### src/rtl/dlcc_pkg.sv
// Shared types and constants for the dual line call controller.
// No dependencies.
package dlcc_pkg;

   localparam int LINES_DEF       = 2;
   localparam int QUEUE_DEPTH_DEF = 8;
   localparam int TIMER_W         = 10;
   localparam int LINE_W          = 8;

   localparam logic [TIMER_W-1:0] RING_ON_RST   = 10'd80;
   localparam logic [TIMER_W-1:0] RING_OFF_RST  = 10'd160;
   localparam logic [TIMER_W-1:0] HANGUP_RST    = 10'd20;

   typedef enum logic [2:0] {
      ACT_TICK  = 3'd0,
      ACT_POP   = 3'd1,
      ACT_OR    = 3'd2,
      ACT_INCALL= 3'd3,
      ACT_RING  = 3'd4,
      ACT_END   = 3'd5,
      ACT_POWER = 3'd6,
      ACT_NOP   = 3'd7
   } action_type;

   typedef enum logic [2:0] {
      EV_NONE     = 3'd0,
      EV_WANT_OR  = 3'd1,
      EV_ANSWER   = 3'd2,
      EV_HANG_UP  = 3'd3,
      EV_RING_REQ = 3'd4,
      EV_BUSY     = 3'd5
   } event_type;

   typedef enum logic [1:0] {
      LED_ON_HOOK  = 2'd0,
      LED_OFF_HOOK = 2'd1,
      LED_RINGING  = 2'd2
   } led_mode_type;

   typedef enum logic [2:0] {
      RP_OFF    = 3'd0,
      RP_START  = 3'd1,
      RP_BURST  = 3'd2,
      RP_PAUSE  = 3'd3,
      RP_PICKUP = 3'd4,
      RP_STOP   = 3'd5
   } ring_phase_type;

   typedef enum logic [3:0] {
      CP_IDLE     = 4'd0,
      CP_WANT_OR  = 4'd1,
      CP_OR_WAIT  = 4'd2,
      CP_OR_CONN  = 4'd3,
      CP_RINGING  = 4'd4,
      CP_IN_CALL  = 4'd5,
      CP_ON_HOOK  = 4'd6,
      CP_DISCONN  = 4'd7,
      CP_HANG_SUB = 4'd8
   } call_phase_type;

   localparam logic [1:0] REG_RING_ON  = 2'd0;
   localparam logic [1:0] REG_RING_OFF = 2'd1;
   localparam logic [1:0] REG_HANGUP   = 2'd2;

   // controller -> datapath
   typedef struct packed {
      logic load;    // capture request
      logic tick;    // run per-line tick
      logic host;    // run host command / pop
      logic publish; // latch result
   } dp_cmd_type;

endpackage

### src/rtl/dual_line_call_controller.sv
// Top level of the dual line call controller: register port, sequencer, datapath.
// Depends on dlcc_pkg, dlcc_ctrl, dlcc_datapath.
//
// Each request is first captured; then the datapath runs either the per-line tick
// (hook, LED, ring cadence and call machine for all lines) or the host command;
// then the result register is loaded. The sequencer handles one request at a
// time and takes a new one only once the previous result has left or is leaving.
module dual_line_call_controller
   import dlcc_pkg::*;
#(
   parameter int LINES       = LINES_DEF,
   parameter int QUEUE_DEPTH = QUEUE_DEPTH_DEF
) (
   input  logic              clock,
   input  logic              reset,
   input  logic              req_valid,
   output logic              req_ready,
   input  logic [2:0]        req_action,
   input  logic [LINE_W-1:0] req_line,
   input  logic [LINES-1:0]  req_hook_bits,
   input  logic              req_power_on,
   output logic              rsp_valid,
   input  logic              rsp_ready,
   output logic [2:0]        rsp_event_code,
   output logic [LINE_W-1:0] rsp_event_line,
   output logic [LINES-1:0]  rsp_busy_bits,
   output logic              rsp_attention,
   output logic [LINES-1:0]  rsp_ring_mode_bits,
   output logic [LINES-1:0]  rsp_reverse_polarity_bits,
   output logic [LINES-1:0]  rsp_mute_bits,
   output logic [LINES-1:0]  rsp_led_lit_bits,
   output logic [LINES-1:0]  rsp_powered_bits,
   output logic              rsp_overflow,
   input  logic              psel,
   input  logic              penable,
   input  logic              pwrite,
   input  logic [3:0]        paddr,
   input  logic [31:0]       pwdata,
   output logic [31:0]       prdata,
   output logic              pready
);

   logic [TIMER_W-1:0] ring_on_ff, ring_off_ff, hangup_ff;
   logic [1:0]         reg_idx;
   dp_cmd_type         cmd;
   logic               is_tick;

   assign pready  = 1'b1;
   assign reg_idx = paddr[3:2];

   always_ff @(posedge clock) begin
      if (reset) begin
         ring_on_ff  <= RING_ON_RST;
         ring_off_ff <= RING_OFF_RST;
         hangup_ff   <= HANGUP_RST;
      end else if (psel && penable && pwrite) begin
         unique case (reg_idx)
            REG_RING_ON:  ring_on_ff  <= pwdata[TIMER_W-1:0];
            REG_RING_OFF: ring_off_ff <= pwdata[TIMER_W-1:0];
            REG_HANGUP:   hangup_ff   <= pwdata[TIMER_W-1:0];
            default: ;
         endcase
      end
   end

   always_comb begin
      unique case (reg_idx)
         REG_RING_ON:  prdata = {22'd0, ring_on_ff};
         REG_RING_OFF: prdata = {22'd0, ring_off_ff};
         REG_HANGUP:   prdata = {22'd0, hangup_ff};
         default:      prdata = '0;
      endcase
   end

   dlcc_ctrl u_ctrl (
      .clock, .reset, .req_valid, .req_ready, .rsp_valid, .rsp_ready,
      .is_tick, .cmd
   );

   dlcc_datapath #(.LINES(LINES), .QUEUE_DEPTH(QUEUE_DEPTH)) u_dp (
      .clock, .reset, .cmd, .req_action, .req_line, .req_hook_bits, .req_power_on,
      .ring_on(ring_on_ff), .ring_off(ring_off_ff), .hangup_wait(hangup_ff),
      .is_tick, .rsp_event_code, .rsp_event_line, .rsp_busy_bits, .rsp_attention,
      .rsp_ring_mode_bits, .rsp_reverse_polarity_bits, .rsp_mute_bits,
      .rsp_led_lit_bits, .rsp_powered_bits, .rsp_overflow
   );

endmodule

### src/rtl/dlcc_ctrl.sv
// Sequencer for the dual line call controller: load, execute, publish, hold.
// Depends on dlcc_pkg.
module dlcc_ctrl
   import dlcc_pkg::*;
(
   input  logic       clock,
   input  logic       reset,
   input  logic       req_valid,
   output logic       req_ready,
   output logic       rsp_valid,
   input  logic       rsp_ready,
   input  logic       is_tick,
   output dp_cmd_type cmd
);

   typedef enum logic [1:0] {S_IDLE, S_EXEC, S_PUB} state_type;

   state_type state_ff;
   logic      rsp_valid_ff;

   // a new request is taken once the previous result has left or is leaving
   assign req_ready = (state_ff == S_IDLE) && (!rsp_valid_ff || rsp_ready);
   assign rsp_valid = rsp_valid_ff;

   always_comb begin
      cmd         = '0;
      cmd.load    = req_valid && req_ready;
      cmd.tick    = (state_ff == S_EXEC) && is_tick;
      cmd.host    = (state_ff == S_EXEC) && !is_tick;
      cmd.publish = (state_ff == S_PUB);
   end

   always_ff @(posedge clock) begin
      if (reset) begin
         state_ff     <= S_IDLE;
         rsp_valid_ff <= 1'b0;
      end else begin
         if (rsp_valid_ff && rsp_ready) rsp_valid_ff <= 1'b0;
         unique case (state_ff)
            S_IDLE: if (cmd.load) state_ff <= S_EXEC;
            S_EXEC: state_ff <= S_PUB;
            S_PUB: begin
               state_ff     <= S_IDLE;
               rsp_valid_ff <= 1'b1;
            end
            default: state_ff <= S_IDLE;
         endcase
      end
   end

endmodule

### src/rtl/dlcc_datapath.sv
// Per-line state, ring cadence, call machine and event queue.
// Depends on dlcc_pkg.
module dlcc_datapath
   import dlcc_pkg::*;
#(
   parameter int LINES       = LINES_DEF,
   parameter int QUEUE_DEPTH = QUEUE_DEPTH_DEF
) (
   input  logic               clock,
   input  logic               reset,
   input  dp_cmd_type         cmd,
   input  logic [2:0]         req_action,
   input  logic [LINE_W-1:0]  req_line,
   input  logic [LINES-1:0]   req_hook_bits,
   input  logic               req_power_on,
   input  logic [TIMER_W-1:0] ring_on,
   input  logic [TIMER_W-1:0] ring_off,
   input  logic [TIMER_W-1:0] hangup_wait,
   output logic               is_tick,
   output logic [2:0]         rsp_event_code,
   output logic [LINE_W-1:0]  rsp_event_line,
   output logic [LINES-1:0]   rsp_busy_bits,
   output logic               rsp_attention,
   output logic [LINES-1:0]   rsp_ring_mode_bits,
   output logic [LINES-1:0]   rsp_reverse_polarity_bits,
   output logic [LINES-1:0]   rsp_mute_bits,
   output logic [LINES-1:0]   rsp_led_lit_bits,
   output logic [LINES-1:0]   rsp_powered_bits,
   output logic               rsp_overflow
);

   localparam int QW  = (QUEUE_DEPTH > 1) ? $clog2(QUEUE_DEPTH) : 1;
   localparam int CW  = $clog2(QUEUE_DEPTH + 1);
   localparam int LW  = (LINES > 1) ? $clog2(LINES) : 1;
   localparam int EW  = 3 + LW;

   // captured request
   logic [2:0]        act_ff;
   logic [LINE_W-1:0] line_ff;
   logic [LINES-1:0]  hookin_ff;
   logic              pwr_ff;

   logic [LINES-1:0] hook_now_ff;
   led_mode_type     led_ff   [LINES];
   ring_phase_type   rp_ff    [LINES];
   call_phase_type   cp_ff    [LINES];
   call_phase_type   resume_ff[LINES];
   logic [TIMER_W-1:0] rcnt_ff[LINES];
   logic [TIMER_W-1:0] hcnt_ff[LINES];
   logic [LINES-1:0] adv_ff, ring_ff, rev_ff, mute_ff, lit_ff, pwr_bits_ff;

   logic [EW-1:0]    mem [QUEUE_DEPTH];
   logic [QW-1:0]    head_ff, tail_ff;
   logic [CW-1:0]    count_ff;
   logic             drop_ff;

   logic [2:0]        code_ff;
   logic [LINE_W-1:0] evline_ff;

   // result registers
   logic [2:0]        o_code_ff;
   logic [LINE_W-1:0] o_line_ff;
   logic [LINES-1:0]  o_busy_ff, o_ring_ff, o_rev_ff, o_mute_ff, o_lit_ff, o_pwr_ff;
   logic              o_att_ff, o_ovf_ff;

   assign is_tick = (act_ff == ACT_TICK);

   // combinational tick evaluation, lines in order since they share the queue
   logic [LINES-1:0] led_pin;
   led_mode_type     led_n  [LINES];
   ring_phase_type   rp_n   [LINES];
   call_phase_type   cp_n   [LINES];
   call_phase_type   res_n  [LINES];
   logic [TIMER_W-1:0] rc_n [LINES];
   logic [TIMER_W-1:0] hc_n [LINES];
   logic [LINES-1:0] adv_n, ring_n, rev_n, mute_n;
   logic [LINES-1:0] push_v;
   event_type        push_c [LINES];

   always_comb begin
      logic now_o, was_o, went_on;
      for (int i = 0; i < LINES; i++) begin
         now_o = hookin_ff[i];
         was_o = hook_now_ff[i];
         went_on = !now_o && was_o;
         led_n[i] = led_ff[i];
         if (now_o != was_o) led_n[i] = now_o ? LED_OFF_HOOK : LED_ON_HOOK;
         if (led_n[i] == LED_OFF_HOOK)      led_pin[i] = 1'b1;
         else if (led_n[i] == LED_RINGING)  led_pin[i] = !lit_ff[i];
         else                               led_pin[i] = 1'b0;
         rp_n[i] = rp_ff[i];
         rc_n[i] = rcnt_ff[i];
         ring_n[i] = ring_ff[i];
         rev_n[i] = rev_ff[i];
         mute_n[i] = mute_ff[i];
         case (rp_ff[i])
            RP_START: begin
               mute_n[i] = 1'b1;
               ring_n[i] = 1'b1;
               led_n[i]  = LED_RINGING;
               rc_n[i]   = ring_on;
               rp_n[i]   = RP_BURST;
            end
            RP_BURST, RP_PAUSE: begin
               if (now_o) begin
                  led_n[i] = LED_OFF_HOOK;
                  ring_n[i] = 1'b0;
                  rev_n[i] = 1'b0;
                  mute_n[i] = 1'b0;
                  rp_n[i] = RP_PICKUP;
               end else if (rcnt_ff[i] == '0) begin
                  if (rp_ff[i] == RP_PAUSE) begin
                     led_n[i] = LED_RINGING;
                     rc_n[i] = ring_on;
                     rp_n[i] = RP_BURST;
                  end else begin
                     rev_n[i] = 1'b0;
                     led_n[i] = LED_ON_HOOK;
                     rc_n[i] = ring_off;
                     rp_n[i] = RP_PAUSE;
                  end
               end else begin
                  if (rp_ff[i] == RP_BURST) rev_n[i] = !rev_ff[i];
                  rc_n[i] = rcnt_ff[i] - 1'b1;
               end
            end
            RP_STOP: begin
               ring_n[i] = 1'b0;
               rev_n[i] = 1'b0;
               mute_n[i] = 1'b0;
               led_n[i] = LED_ON_HOOK;
               rp_n[i] = RP_OFF;
            end
            default: ;
         endcase
         cp_n[i] = cp_ff[i];
         res_n[i] = resume_ff[i];
         hc_n[i] = hcnt_ff[i];
         adv_n[i] = adv_ff[i];
         push_v[i] = 1'b0;
         push_c[i] = EV_NONE;
         case (cp_ff[i])
            CP_WANT_OR: begin
               if (went_on) cp_n[i] = CP_IDLE;
               else begin
                  push_v[i] = 1'b1;
                  push_c[i] = EV_WANT_OR;
                  adv_n[i] = 1'b0;
                  cp_n[i] = CP_OR_WAIT;
               end
            end
            CP_OR_WAIT, CP_OR_CONN: begin
               if (went_on) begin
                  hc_n[i] = hangup_wait;
                  res_n[i] = cp_ff[i];
                  cp_n[i] = CP_HANG_SUB;
               end else if (adv_ff[i]) begin
                  adv_n[i] = 1'b0;
                  cp_n[i] = (cp_ff[i] == CP_OR_WAIT) ? CP_OR_CONN : CP_IN_CALL;
               end
            end
            CP_RINGING: begin
               if (rp_n[i] == RP_PICKUP) begin
                  push_v[i] = 1'b1;
                  push_c[i] = EV_ANSWER;
                  rp_n[i] = RP_OFF;
                  cp_n[i] = CP_IN_CALL;
               end else if (adv_ff[i]) begin
                  rp_n[i] = RP_STOP;
                  adv_n[i] = 1'b0;
                  cp_n[i] = CP_DISCONN;
               end
            end
            CP_IN_CALL: begin
               if (went_on) begin
                  hc_n[i] = hangup_wait;
                  res_n[i] = cp_ff[i];
                  cp_n[i] = CP_HANG_SUB;
               end else if (adv_ff[i]) begin
                  adv_n[i] = 1'b0;
                  cp_n[i] = CP_DISCONN;
               end
            end
            CP_ON_HOOK: begin
               push_v[i] = 1'b1;
               push_c[i] = EV_HANG_UP;
               res_n[i] = CP_IDLE;
               adv_n[i] = 1'b0;
               cp_n[i] = CP_IDLE;
            end
            CP_DISCONN: begin
               if (!now_o) begin
                  adv_n[i] = 1'b0;
                  cp_n[i] = CP_IDLE;
               end
            end
            CP_HANG_SUB: begin
               if (hcnt_ff[i] == '0) cp_n[i] = CP_ON_HOOK;
               else begin
                  if (now_o) cp_n[i] = resume_ff[i];
                  hc_n[i] = hcnt_ff[i] - 1'b1;
               end
            end
            default: begin
               cp_n[i] = CP_IDLE;
               if (now_o && !was_o) cp_n[i] = CP_WANT_OR;
               if (adv_ff[i]) begin
                  adv_n[i] = 1'b0;
                  rp_n[i] = RP_START;
                  cp_n[i] = CP_RINGING;
               end
            end
         endcase
      end
   end

   // host command decode
   logic            line_ok;
   logic [LW-1:0]   hl;
   logic            h_push;
   event_type       h_code;
   logic            h_adv;
   assign line_ok = ({24'd0, line_ff} < LINES);
   assign hl      = line_ff[LW-1:0];

   always_comb begin
      h_push = 1'b0;
      h_code = EV_NONE;
      h_adv  = 1'b0;
      if (line_ok) begin
         case (act_ff)
            ACT_OR:     h_adv = (cp_ff[hl] == CP_OR_WAIT);
            ACT_INCALL: h_adv = (cp_ff[hl] == CP_OR_CONN);
            ACT_RING: begin
               h_push = 1'b1;
               if (cp_ff[hl] == CP_IDLE) begin
                  h_adv = 1'b1;
                  h_code = EV_RING_REQ;
               end else h_code = EV_BUSY;
            end
            ACT_END: h_adv = (cp_ff[hl] == CP_RINGING) || (cp_ff[hl] == CP_IN_CALL);
            default: ;
         endcase
      end
   end

   // queue push, at most one per line in a tick; a pop only moves the count down
   logic [QW-1:0] head_n;
   logic [CW-1:0] count_n;
   logic          drop_n;
   logic [QUEUE_DEPTH-1:0] wr_en;
   logic [EW-1:0] wr_data [QUEUE_DEPTH];

   function automatic logic [QW-1:0] qinc(input logic [QW-1:0] p);
      if ({{(32-QW){1'b0}}, p} == QUEUE_DEPTH - 1) return '0;
      return p + 1'b1;
   endfunction

   always_comb begin
      head_n  = head_ff;
      count_n = count_ff;
      drop_n  = drop_ff;
      wr_en   = '0;
      for (int k = 0; k < QUEUE_DEPTH; k++) wr_data[k] = '0;
      if (cmd.tick) begin
         for (int i = 0; i < LINES; i++) begin
            if (push_v[i]) begin
               if ({{(32-CW){1'b0}}, count_n} >= QUEUE_DEPTH) drop_n = 1'b1;
               else begin
                  wr_en[head_n]   = 1'b1;
                  wr_data[head_n] = {push_c[i], LW'(i)};
                  head_n  = qinc(head_n);
                  count_n = count_n + 1'b1;
               end
            end
         end
      end else if (cmd.host && h_push) begin
         if ({{(32-CW){1'b0}}, count_n} >= QUEUE_DEPTH) drop_n = 1'b1;
         else begin
            wr_en[head_n]   = 1'b1;
            wr_data[head_n] = {h_code, hl};
            head_n  = qinc(head_n);
            count_n = count_n + 1'b1;
         end
      end else if (cmd.host && act_ff == ACT_POP && count_ff != '0) begin
         count_n = count_ff - 1'b1;
      end
   end

   always_ff @(posedge clock) begin
      for (int k = 0; k < QUEUE_DEPTH; k++)
         if (wr_en[k]) mem[k] <= wr_data[k];
      if (cmd.load) begin
         act_ff    <= req_action;
         line_ff   <= req_line;
         hookin_ff <= req_hook_bits;
         pwr_ff    <= req_power_on;
      end
      // pop read is registered from the memory
      if (cmd.host && act_ff == ACT_POP && count_ff != '0) begin
         code_ff   <= mem[tail_ff][EW-1:LW];
         evline_ff <= LINE_W'(mem[tail_ff][LW-1:0]);
      end else if (cmd.host || cmd.tick) begin
         code_ff   <= EV_NONE;
         evline_ff <= '1;
      end
   end

   always_ff @(posedge clock) begin
      if (reset) begin
         hook_now_ff <= '0;
         adv_ff <= '0; ring_ff <= '0; rev_ff <= '0; mute_ff <= '0;
         lit_ff <= '0; pwr_bits_ff <= '0;
         head_ff <= '0; tail_ff <= '0; count_ff <= '0; drop_ff <= 1'b0;
         for (int i = 0; i < LINES; i++) begin
            led_ff[i] <= LED_ON_HOOK;
            rp_ff[i] <= RP_OFF;
            cp_ff[i] <= CP_IDLE;
            resume_ff[i] <= CP_IDLE;
            rcnt_ff[i] <= '0;
            hcnt_ff[i] <= '0;
         end
      end else begin
         if (cmd.tick) begin
            hook_now_ff  <= hookin_ff;
            lit_ff <= led_pin;
            ring_ff <= ring_n; rev_ff <= rev_n; mute_ff <= mute_n; adv_ff <= adv_n;
            for (int i = 0; i < LINES; i++) begin
               led_ff[i] <= led_n[i];
               rp_ff[i] <= rp_n[i];
               cp_ff[i] <= cp_n[i];
               resume_ff[i] <= res_n[i];
               rcnt_ff[i] <= rc_n[i];
               hcnt_ff[i] <= hc_n[i];
            end
         end
         if (cmd.tick || cmd.host) begin
            head_ff <= head_n;
            count_ff <= count_n;
            drop_ff <= drop_n;
         end
         if (cmd.host) begin
            if (act_ff == ACT_POP && count_ff != '0) tail_ff <= qinc(tail_ff);
            if (h_adv) adv_ff[hl] <= 1'b1;
            if (line_ok && act_ff == ACT_POWER) pwr_bits_ff[hl] <= pwr_ff;
         end
         // overflow is reported once then cleared
         if (cmd.publish) drop_ff <= 1'b0;
      end
   end

   always_ff @(posedge clock) begin
      if (cmd.publish) begin
         o_code_ff <= code_ff;
         o_line_ff <= evline_ff;
         for (int i = 0; i < LINES; i++) o_busy_ff[i] <= (cp_ff[i] != CP_IDLE);
         o_att_ff  <= (count_ff != '0);
         o_ring_ff <= ring_ff;
         o_rev_ff  <= rev_ff;
         o_mute_ff <= mute_ff;
         o_lit_ff  <= lit_ff;
         o_pwr_ff  <= pwr_bits_ff;
         o_ovf_ff  <= drop_ff;
      end
   end

   assign rsp_event_code            = o_code_ff;
   assign rsp_event_line            = o_line_ff;
   assign rsp_busy_bits             = o_busy_ff;
   assign rsp_attention             = o_att_ff;
   assign rsp_ring_mode_bits        = o_ring_ff;
   assign rsp_reverse_polarity_bits = o_rev_ff;
   assign rsp_mute_bits             = o_mute_ff;
   assign rsp_led_lit_bits          = o_lit_ff;
   assign rsp_powered_bits          = o_pwr_ff;
   assign rsp_overflow              = o_ovf_ff;

endmodule

### config.mk
export PLATFORM = sky130hd
export DESIGN_NAME = dual_line_call_controller
export DESIGN_NICKNAME = d
export VERILOG_FILES = /design/src/rtl/dlcc_pkg.sv /design/src/rtl/dual_line_call_controller.sv /design/src/rtl/dlcc_ctrl.sv /design/src/rtl/dlcc_datapath.sv
export SDC_FILE = /design/constraint.sdc
export NUM_CORES = 1
export LEC_CHECK = 0
export ABC_AREA = 1
export BUFFER_PORTS_ARGS = -buffer_cell sky130_fd_sc_hd__buf_4
export CORE_UTILIZATION = 54
export CTS_CLUSTER_DIAMETER = 30
export CTS_CLUSTER_SIZE = 8
export DETAILED_ROUTE_END_ITERATION = 6
export PLACE_DENSITY_LB_ADDON = 0.2
export SYNTH_ARGS = -nofsm -noshare
export SYNTH_HDL_FRONTEND = slang
export SYNTH_SLANG_ARGS = --single-unit
### constraint.sdc
create_clock -name clock -period 2.8 [get_ports clock]
set_input_delay 0.42 -clock clock [delete_from_list [all_inputs] [get_ports clock]]
set_output_delay 0.42 -clock clock [all_outputs]
set_load 0.005 [all_outputs]
==> results.tsv, run 1 <==
stage	metric	value	unit
status	status	complete, no violations	
route	Starting DRT DRC Count	832	
floorplan	Initial Utilization	54.93	%
global_route	total grt overflow	0	
global_route	initial antenna violation count	0	
critical_path	crit path launch	u_dp.hookin_ff[0]	
sta	Hold Fails Final Rpt	0	
flow_run	MaxCap Viol Count	0	
cts	CTS Buffer Depth	2	
cells_and_area	most common cell after layout, fill and taps aside	nand2_1	
yosys	#FFs+latches synth	194	
cts	# hold bufs at CTS	0	
cells_and_area	area of the multi-input gates	0.004902	sq mm
sta	Final setup viols	0	
critical_path	WP data arrival	2.63	ns
cells_and_area	Layout fillers	1824	
cells_and_area	Reg area	0.005215	sq mm
cts	clk root buf	clkbuf_16	
sta	RSZ-0062 raised after global routing	no	
cells_and_area	most frequent cells in the layout	nand2_1, inv_1, nor2_1, edfxtp_1, o21ai_0	
route	detailed-route wire length per cell	15.46	microns
floorplan	Die ar.	0.02116	sq mm
global_route	largest net degree at the start of global routing	48	
yosys	ys flop type	edfxtp_1	
sta	final period utilization	89.27	%
critical_path	Worst Path Max Fanout	18	
critical_path	Worst setup EP type	flip-flop	
critical_path	R2R Path End	u_dp.mem[6][3]	
critical_path	CP required	2.93	ns
cts	Num CTS Buffers	17	
critical_path	CP peak stage delay	0.52	ns
sta	setup TNS	0	ns
sta	Clock Skews	0.01001	ns
sta	Slew HR	58.34	%
min_path	hold_sp	req_power_on	
placed_design	Detailed Place HPWL	20.04	mm
critical_path	most used cell, CP	nor2_2	
yosys	Cell Area, Synth	0.01112	sq mm
cts	CTS sink cnt	194	
power	Final Power	0.006243	W
sta	Slew Limit Fails	0	
yosys	Post-Syn Area per Cell	8.067	sq um
cts	Clk Latency, worst-skew pair	0.44	ns
cts	clock-pin slew on the worst setup and hold paths	0.07	ns
power	Lkg Pwr	5.225	nW
sta	Worst-Margin Slew	0.6243	ns
critical_path	Worst path slowest cell	edfxtp_1	
sta	Final Critical Period	2.499	ns
yosys	Synth area leaders	edfxtp_1, dfxtp_1, nand2_1, inv_1, o21ai_0	
floorplan	die height	145.5	microns
min_path	Worst Hold End	u_dp.pwr_ff	
yosys	register area share after synthesis	46.92	%
power	power per cell area	498.7	mW/mm^2
route	total wire length	26.84	mm
power	Peak VDD IR	470.9	uV
cells_and_area	Area Overhead vs Synth	12.62	%
route	DRC viols	0	
cells_and_area	Nets	1525	
route	DRT antenna net count	0	
yosys	Post-Synthesis Cells	1378	
route	Via density	5.487	
yosys	Cell variety after synth	57	
critical_path	WS Path Type	flip-flop to flip-flop	
route	Detailed Routing Iterations Pass 1	6	
placed_design	GPL Wtd Cong	0.8959	
cells_and_area	share of cells above drive strength 1	14.26	%
critical_path	worst r2r src	u_dp.hookin_ff[0]	
floorplan	CORE AREA	0.02023	sq mm
global_route	vias in the first global route	8777	
global_route	global-route wire length before repair	43.85	mm
min_path	Hold WC Path Type	primary input to flip-flop	
global_route	Total GRT Usage	26.08	%
yosys	synth warn	0	
route	Vias	9526	
min_path	hold depth	1	
cts	H-Tree Depth	4	
critical_path	reg-to-reg setup timing slack	0.30	ns
floorplan	Die W	145.5	microns
critical_path	Cell Chain, Critical Path	inv_1 -> ha_1 -> nor2_2 -> nor2_4 -> nand2_8 -> o21ai_1 -> nand2_1 -> nor2_2 -> nand3_2 -> nand3_1	
placed_design	Port Buf Inserts	69	
yosys	Async S/R FF share, synth	0	%
yosys	EDFF count, synth	133	
critical_path	Reg2Reg Depth	10	
sta	Fmax achieved	0.4001	GHz
floorplan	row count	52	
cts	CTS tree	done	
critical_path	Critical Path Source Type	flip-flop	
floorplan	I/O Pins	117	
cells_and_area	ANT cells	0	
yosys	largest area contributor in the synthesized netlist	edfxtp_1	
yosys	area fraction of the dominant cell type after synthesis	35.93	%
-- worst max-delay path by stage --
stage                                    end  slack [ns]
after global routing          u_dp.mem[6][1]        0.09
after detailed placement      u_dp.mem[0][1]        0.26
after global placement        u_dp.mem[0][1]        0.28
after floorplan           u_dp.hcnt_ff[0][0]        0.30
after CTS                     u_dp.mem[0][0]        0.26
final                         u_dp.mem[6][3]        0.30
-- power by group --
part / switching, W / internal, W / total [W]
sequential: 0.0000624 / 0.00313 / 0.00320
combinational: 0.000359 / 0.000186 / 0.000545
clock: 0.00116 / 0.00134 / 0.00250
-- final cells by class --
| class | count | share of cell area, % |
|---|---|---|
| tap | 270 | 2.699 |
| clock inverter | 15 | 1.369 |
| inverter | 190 | 5.717 |
| sequential | 194 | 41.66 |
| timing repair buffer | 100 | 5.997 |
| multi-input combinational | 950 | 39.16 |
| clock buffer | 17 | 3.398 |
-- sequential cells by signal, indices dropped and copies added (netlist names), 4 cells and up, named ones only --
signal	flops
ring_off_ff	10
u_dp.resume_ff	8
u_dp.mem	32
u_dp.line_ff	8
ring_on_ff	10
u_dp.hcnt_ff	20
u_dp.count_ff	4
u_dp.rcnt_ff	20
hangup_ff	10
u_dp.cp_ff	8
u_dp.rp_ff	6
u_dp.led_ff	4
-- worst max-delay path: cells and delay by family, from the launching register on --
| kind | cells | cell delay [ns] |
|---|---|---|
| DFF | 1 | 0.52 |
| buffers and inverters | 1 | 0.13 |
| adders and majority gates | 1 | 0.19 |
| and+or+nand+nor | 7 | 1.06 |
| AOI/OAI and AO/OA | 1 | 0.30 |
-- synth_stat cells (all sizes together) (3+ instances only) --
master,n
a31oi,22
a41oi,5
nand3b,3
o22ai,7
o21bai,4
nor4,3
a221oi,7
buf,41
o221ai,9
or2,6
xnor2,4
nand3,72
inv,187
o21ai,141
nor3,17
nand2,282
a211oi,10
ha,15
dfxtp,61
o211ai,20
xor2,13
o311ai,3
edfxtp,133
a21oi,82
nor2,177
clkinv,3
o31ai,6
nand4,6
clkbuf,24
-- kinds of logic after synthesis --
kind of cell / Yosys count / synth area share [%]
xor gates and xnor gates: 17 / 1.339
buffers and inverters: 255 / 9.883
other: 2 / 0.06756
adders and majority gates: 15 / 1.688
AOI/OAI and AO/OA: 326 / 17.31
and+or+nand+nor: 569 / 22.79
DFF: 194 / 46.92
-- layer usage --
layer / GRT usage, % / routed length [microns]
met1: 36.27 / 12450
met5: 0 / 0
met2: 42.43 / 12260
met4: 7.737 / 431
met3: 3.730 / 1699
-- per-stage QoR --
| step | cells | area, sq um | hold WS, ns | setup slack, ns | util [%] |
|---|---|---|---|---|---|
| 5_1_grt | 1736 | 12520 | 0.1403 | 0.08718 | 61.87 |
| 2_1_floorplan | 1399 | 11200 | 0.4003 | 0.2960 | - |
| 3_5_place_dp | 1704 | 11920 | 0.4083 | 0.2628 | 58.90 |
| 4_1_cts | 1736 | 12520 | 0.1359 | 0.2622 | 61.85 |
| 6_report | 1736 | 12520 | 0.1522 | 0.3005 | 61.87 |
| 3_3_place_gp | 1704 | 11920 | 0.4028 | 0.2756 | 58.90 |
-- timing repair --
item                       in CTS  in global routing
gates resized for setup         0                  1
setup endpoints to repair       0                  8
buffers inserted                0                  0
No activity file was read; power rests on OpenSTA's default activity.
==> inputs of run 2 (changes only) <==
--- a/config.mk
+++ b/config.mk
@@ -7,7 +7,7 @@
 export LEC_CHECK = 0
 export ABC_AREA = 1
 export BUFFER_PORTS_ARGS = -buffer_cell sky130_fd_sc_hd__buf_4
-export CORE_UTILIZATION = 54
+export CORE_UTILIZATION = 60
 export CTS_CLUSTER_DIAMETER = 30
 export CTS_CLUSTER_SIZE = 8
 export DETAILED_ROUTE_END_ITERATION = 6
==> constraint.sdc (replaced) <==
create_clock -name clock -period 3.1 [get_ports clock]
set_input_delay 0.465 -clock clock [delete_from_list [all_inputs] [get_ports clock]]
set_output_delay 0.465 -clock clock [all_outputs]
set_load 0.005 [all_outputs]
==> results.tsv, run 2 (synthesized netlist as in run 1, its figures left out) <==
stage	metric	value	unit
floorplan	CORE AREA	0.01809	sq mm
route	DRT antenna net count	0	
cts	Num CTS Buffers	17	
cts	H-Tree Depth	4	
global_route	total grt overflow	0	
sta	RSZ-0062 raised after global routing	no	
sta	Slew HR	40.56	%
route	detailed-route wire length per cell	16.27	microns
floorplan	Initial Utilization	61.46	%
cells_and_area	Area Overhead vs Synth	11.62	%
sta	Final Critical Period	2.689	ns
placed_design	Detailed Place HPWL	19.92	mm
route	Vias	9803	
min_path	Hold WC Path Type	primary input to flip-flop	
cells_and_area	Most flops, register	u_dp.mem	
critical_path	WS Path Type	flip-flop to flip-flop	
floorplan	die height	138.1	microns
sta	setup ws final	0.4114	ns
cts	CTS Buffer Depth	2	
cts	clock-pin slew on the worst setup and hold paths	0.07	ns
sta	Slew Limit Fails	0	
critical_path	Reg2Reg Depth	12	
cts	Post-CTS Resized	0	
status	status	complete, but fails checks	
placed_design	GPL Wtd Cong	0.9175	
cells_and_area	max FFs per register	32	
min_path	Worst Hold End	u_dp.act_ff[1]	
power	Peak VDD IR	419.0	uV
power	clock group share of total power	40.9	%
cells_and_area	most frequent cells in the layout	nand2_1, inv_1, nor2_1, edfxtp_1, o21ai_0	
sta	Hold Fails Final Rpt	0	
sta	Fmax achieved	0.3719	GHz
power	Lkg Pwr	5.185	nW
critical_path	R2R Path End	u_dp.mem[7][3]	
critical_path	Critical Path Source Type	flip-flop	
global_route	initial antenna violation count	0	
route	Starting DRT DRC Count	981	
cells_and_area	Top Registers	u_dp.mem (32), u_dp.hcnt_ff (20), u_dp.rcnt_ff (20)	
power	Seq pwr share	50.5	%
placed_design	Port Buf Inserts	69	
cts	Setup Fix Bufs, Post-CTS	0	
sta	Clock Skews	0.01274	ns
route	DRC viols	18	
cells_and_area	Nets	1515	
power	Gate power share	8.5	%
sta	final period utilization	86.73	%
critical_path	worst r2r src	u_dp.hookin_ff[0]	
critical_path	Worst setup EP type	flip-flop	
route	Via density	5.818	
floorplan	Die W	138.1	microns
critical_path	Worst Path Max Fanout	18	
sta	Final setup viols	0	
cells_and_area	ANT cells	0	
cells_and_area	most common cell after layout, fill and taps aside	nand2_1	
sta	setup TNS	0	ns
global_route	largest net degree at the start of global routing	48	
min_path	hold_sp	req_action[1]	
status	failing checks	DRC	
placed_design	DP Area	0.01179	sq mm
power	Sw Ratio	24.95	%
power	P_sw	0.001427	W
cells_and_area	share of cells above drive strength 1	13.46	%
power	P_int	0.004291	W
critical_path	CP required	3.23	ns
floorplan	Die ar.	0.01907	sq mm
sta	Worst-Margin Slew	0.8883	ns
placed_design	Setup WS pre-CTS	0.4408	ns
route	Detailed Routing Iterations Pass 1	7	
cts	Clk Latency, worst-skew pair	0.44	ns
min_path	hold depth	1	
cts	CTS tree	done	
power	power per cell area	460.9	mW/mm^2
critical_path	reg-to-reg setup timing slack	0.41	ns
cells_and_area	Final Instance Area	0.01241	sq mm
global_route	vias in the first global route	9128	
cts	CTS sink cnt	194	
global_route	Total GRT Usage	29.22	%
cts	clk root buf	clkbuf_16	
global_route	global-route wire length before repair	44.64	mm
floorplan	row count	49	
critical_path	WP data arrival	2.82	ns
floorplan	I/O Pins	117	
flow_run	MaxCap Viol Count	0	
route	total wire length	27.42	mm
cts	# hold bufs at CTS	0	
-- run 2: cell count changes in the layout (fill, tap and decap cells not counted), sizes merged --
cell and delta:
buf -10, bufinv +1, clkinvlp -1
-- run 2: how the worst max path moves through the flow --
stage	from	to	slack, ns	cells after the start
after floorplan	u_dp.act_ff[2]	u_dp.hcnt_ff[0][0]	0.26	7
after global placement	u_dp.hookin_ff[0]	u_dp.mem[7][1]	0.52	12
after detailed placement	u_dp.hookin_ff[0]	u_dp.mem[7][0]	0.44	12
after CTS	u_dp.hookin_ff[0]	u_dp.mem[7][3]	0.42	12
after global routing	u_dp.hookin_ff[0]	u_dp.mem[7][1]	0.23	12
final	u_dp.hookin_ff[0]	u_dp.mem[7][3]	0.41	12
-- run 2: per-layer routing --
layer  global-route usage (%)  vias to the layer above  share of wire (%)
met5                        0                        -                  0
li1                         -                     4743                  -
met2                    47.72                      464                 46
met1                    39.05                     4532                 44
met4                    11.53                        0                2.1
met3                    4.884                       64                7.9
-- run 2: stage by stage --
stage                     std cells  total power [W]  util [%]  hold WS [ns]
after floorplan                1399         0.003275         -        0.4003
after global placement         1653         0.003411     65.17        0.4023
after detailed placement       1653         0.003423     65.17        0.4045
after CTS                      1685         0.005721     68.60        0.1858
after global routing           1685         0.005885     68.60        0.1849
final                          1685         0.005718     68.60        0.1952
-- run 2: final cells by class --
class / instances / area [sq um]
fillers: 1414 / 5679
flip-flops and latches: 194 / 5215
multi-input cells: 950 / 4893
inverters: 190 / 715.7
repair buffers: 90 / 675.6
clock buffers: 17 / 425.4
well taps: 229 / 286.5
clock inverters: 15 / 195.2
-- run 2: worst max-delay path: stages, from the launching register on --
cell	delay, ns
edfxtp_1	0.42
inv_1	0.22
ha_1	0.35
nor2_2	0.09
nor2_4	0.21
nand2_8	0.14
nand2_1	0.13
nand3_4	0.13
nor2_8	0.16
nand3_2	0.13
nor2_2	0.14
inv_2	0.07
nand3_1	0.19
-- run 2: power groups by stage --
stage	combinational [W]	clock [W]	sequential, W
4_1_cts	0.000481	0.00235	0.00289
2_1_floorplan	0.000345	0	0.00293
3_3_place_gp	0.000468	0	0.00294
5_1_grt	0.000541	0.00244	0.00290
6_report	0.000488	0.00234	0.00289
3_5_place_dp	0.000477	0	0.00295
==> inputs of run 3 (changes only) <==
--- a/config.mk
+++ b/config.mk
@@ -5,12 +5,12 @@
 export SDC_FILE = /design/constraint.sdc
 export NUM_CORES = 1
 export LEC_CHECK = 0
-export ABC_AREA = 1
 export BUFFER_PORTS_ARGS = -buffer_cell sky130_fd_sc_hd__buf_4
 export CORE_UTILIZATION = 60
 export CTS_CLUSTER_DIAMETER = 30
 export CTS_CLUSTER_SIZE = 8
 export DETAILED_ROUTE_END_ITERATION = 6
+export GPL_TIMING_DRIVEN = 0
 export PLACE_DENSITY_LB_ADDON = 0.2
 export SYNTH_ARGS = -nofsm -noshare
 export SYNTH_HDL_FRONTEND = slang
==> results.tsv, run 3 <==
stage	metric	value	unit
status	status	complete, but fails checks	
status	failing checks	DRC	
cells_and_area	Final Util	71.57	%
cells_and_area	ANT cells	0	
cts	clock-pin slew on the worst setup and hold paths	0.08	ns
cts	# hold bufs at CTS	0	
sta	Slew Limit Fails	0	
cts	clk root buf	clkbuf_16	
yosys	ys flop type	edfxtp_1	
global_route	largest net degree at the start of global routing	20	
critical_path	Worst setup EP type	flip-flop	
critical_path	delay-heaviest family, CP	compound AO/OA/AOI/OAI gates	
power	Peak VDD IR	411.3	uV
critical_path	CP Buf/Inv Count	2	
cts	CTS Buffer Depth	2	
sta	Slew HR	28.56	%
sta	Fmax achieved	0.3281	GHz
critical_path	WP data arrival	3.25	ns
yosys	synth warn	0	
floorplan	Die ar.	0.01895	sq mm
critical_path	Critical Path Source Type	flip-flop	
yosys	Synth Area in Adders	1.699	%
global_route	vias in the first global route	8436	
cts	Clk Latency, worst-skew pair	0.44	ns
cells_and_area	most frequent cells in the layout	edfxtp_1, nor2_1, nand2_1, buf_4, a21oi_1	
global_route	Total GRT Usage	32.03	%
floorplan	Initial Utilization	61.27	%
yosys	Cell Area, Synth	0.01104	sq mm
sta	setup TNS	0	ns
critical_path	Worst path slowest cell	or4b_4	
yosys	post-synthesis mux area share	5.687	%
floorplan	row count	49	
yosys	Cell variety after synth	77	
sta	Worst-Margin Slew	1.069	ns
global_route	initial antenna violation count	0	
yosys	largest area contributor in the synthesized netlist	edfxtp_1	
placed_design	Inst Count DP	1496	
yosys	Synth Area in Compound Gates	17.00	%
route	Vias	9633	
critical_path	CP peak stage delay	0.48	ns
yosys	register area share after synthesis	47.22	%
cts	CTS sink cnt	194	
floorplan	CORE AREA	0.01802	sq mm
yosys	xor-xnor portion of the synthesized cell area	2.617	%
yosys	Synth area leaders	edfxtp_1, dfxtp_1, nor2_1, nand2_1, a21oi_1	
yosys	#FFs+latches synth	194	
yosys	largest family of logic cells by synthesized area	simple AND/OR/NAND/NOR gates	
placed_design	GPL Wtd Cong	0.9430	
cts	H-Tree Depth	4	
sta	Clock Skews	0.01120	ns
route	DRC viols	1	
cells_and_area	Area Overhead vs Synth	16.81	%
placed_design	Detailed Place HPWL	20.75	mm
sta	final period utilization	98.32	%
critical_path	Critical Path Stages	10	
cells_and_area	Nets	1375	
sta	worst hold slack	0.1905	ns
route	detailed-route wire length per cell	18.96	microns
sta	Final setup viols	0	
yosys	Post-Syn Area per Cell	9.391	sq um
global_route	global-route wire length before repair	45.80	mm
yosys	Post-Synthesis Cells	1176	
min_path	Hold WC Path Type	primary input to flip-flop	
yosys	Async S/R FF share, synth	0	%
route	total wire length	29.30	mm
route	DRT antenna net count	0	
floorplan	die height	137.7	microns
cts	CTS tree	done	
route	Detailed Routing Iterations Pass 1	7	
cells_and_area	Final Instance Area	0.01290	sq mm
power	Lkg Pwr	4.523	nW
power	power per cell area	436.0	mW/mm^2
cells_and_area	most common cell after layout, fill and taps aside	edfxtp_1	
placed_design	DP Area	0.01195	sq mm
cells_and_area	max FFs per register	32	
floorplan	I/O Pins	117	
global_route	total grt overflow	0	
cells_and_area	Top Registers	u_dp.mem (32), u_dp.hcnt_ff (20), u_dp.rcnt_ff (20)	
critical_path	Cell Chain, Critical Path	inv_2 -> ha_4 -> or4b_4 -> a21o_4 -> a21oi_4 -> buf_12 -> mux2_4 -> nor4_4 -> o21ai_1 -> a32o_2	
sta	Hold Fails Final Rpt	0	
yosys	area fraction of the dominant cell type after synthesis	36.16	%
yosys	synth cell count leaders	edfxtp_1, nor2_1, nand2_1, a21oi_1, o21ai_0	
sta	Final Critical Period	3.048	ns
critical_path	WS Path Type	flip-flop to flip-flop	
route	Via density	6.235	
min_path	hold depth	1	
route	Starting DRT DRC Count	1176	
cts	Num CTS Buffers	17	
critical_path	Reg2Reg Depth	10	
critical_path	CP required	3.30	ns
flow_run	MaxCap Viol Count	0	
cells_and_area	share of cells above drive strength 1	17.10	%
critical_path	Worst Path Max Fanout	7	
cells_and_area	Non-Filler Instances	1545	
yosys	Synth Area in Simple Gates	20.02	%
placed_design	Port Buf Inserts	68	
floorplan	Die W	137.7	microns
yosys	EDFF count, synth	133	
cells_and_area	Most flops, register	u_dp.mem	
## run 3: per-stage QoR
stage / setup WS (ns) / power (W)
after global placement: -0.6636 / 0.003485
after global routing: -0.002703 / 0.005799
after floorplan: 0.01456 / 0.003312
after detailed placement: -0.6554 / 0.003499
after CTS: 0.004356 / 0.005600
final: 0.05210 / 0.005626
## run 3: power by group
| part | leakage [nW] | total, W | internal, W | switching [W] |
|---|---|---|---|---|
| Sequential | 1.81 | 0.00289 | 0.00282 | 0.0000625 |
| Clock | 0.279 | 0.00213 | 0.00107 | 0.00106 |
| Combinational | 2.43 | 0.000611 | 0.000246 | 0.000366 |
| Total | 4.52 | 0.00563 | 0.00413 | 0.00149 |
## run 3: timing repair
action | in CTS | in global routing
pin swaps | 6 | 7
setup endpoints to repair | 113 | 109
gates resized for setup | 32 | 27
setup buffers | 14 | 5
## run 3: cell families after synthesis
logic type,after synthesis
compound gates,296
xor+xnor,33
fa+ha+maj,15
buf+inv,132
flops,194
mux,52
other cells,2
simple gates,452
## run 3: final cells by class
type / instances / area (sq um)
Multi-Input combinational cell: 871 / 5508
Sequential cell: 194 / 5215
Fill cell: 1392 / 5124
Timing Repair Buffer: 89 / 685.7
Buffer: 103 / 536.8
Clock buffer: 17 / 425.4
Tap cell: 229 / 286.5
Clock inverter: 15 / 142.6
Inverter: 27 / 101.3
## run 3: path summary, 6_finish.rpt
check                      endpoint  slack (ns)         startpoint
max                  u_dp.mem[4][1]        0.05  u_dp.hookin_ff[0]
max reg2reg          u_dp.mem[4][1]        0.05  u_dp.hookin_ff[0]
min reg2reg  u_dp.rsp_event_code[1]        0.42    u_dp.code_ff[1]
min                 u_dp.line_ff[5]        0.19        req_line[5]
## run 3: metal layers
| metal | global-route usage (%) | vias to the layer above | part of all wire [%] |
|---|---|---|---|
| met2 | 48.13 | 574 | 45 |
| met4 | 11.48 | 0 | 2.5 |
| met3 | 6.475 | 68 | 9.8 |
| met1 | 45.71 | 4464 | 42 |
| li1 | - | 4527 | - |
| met5 | 0 | - | 0 |
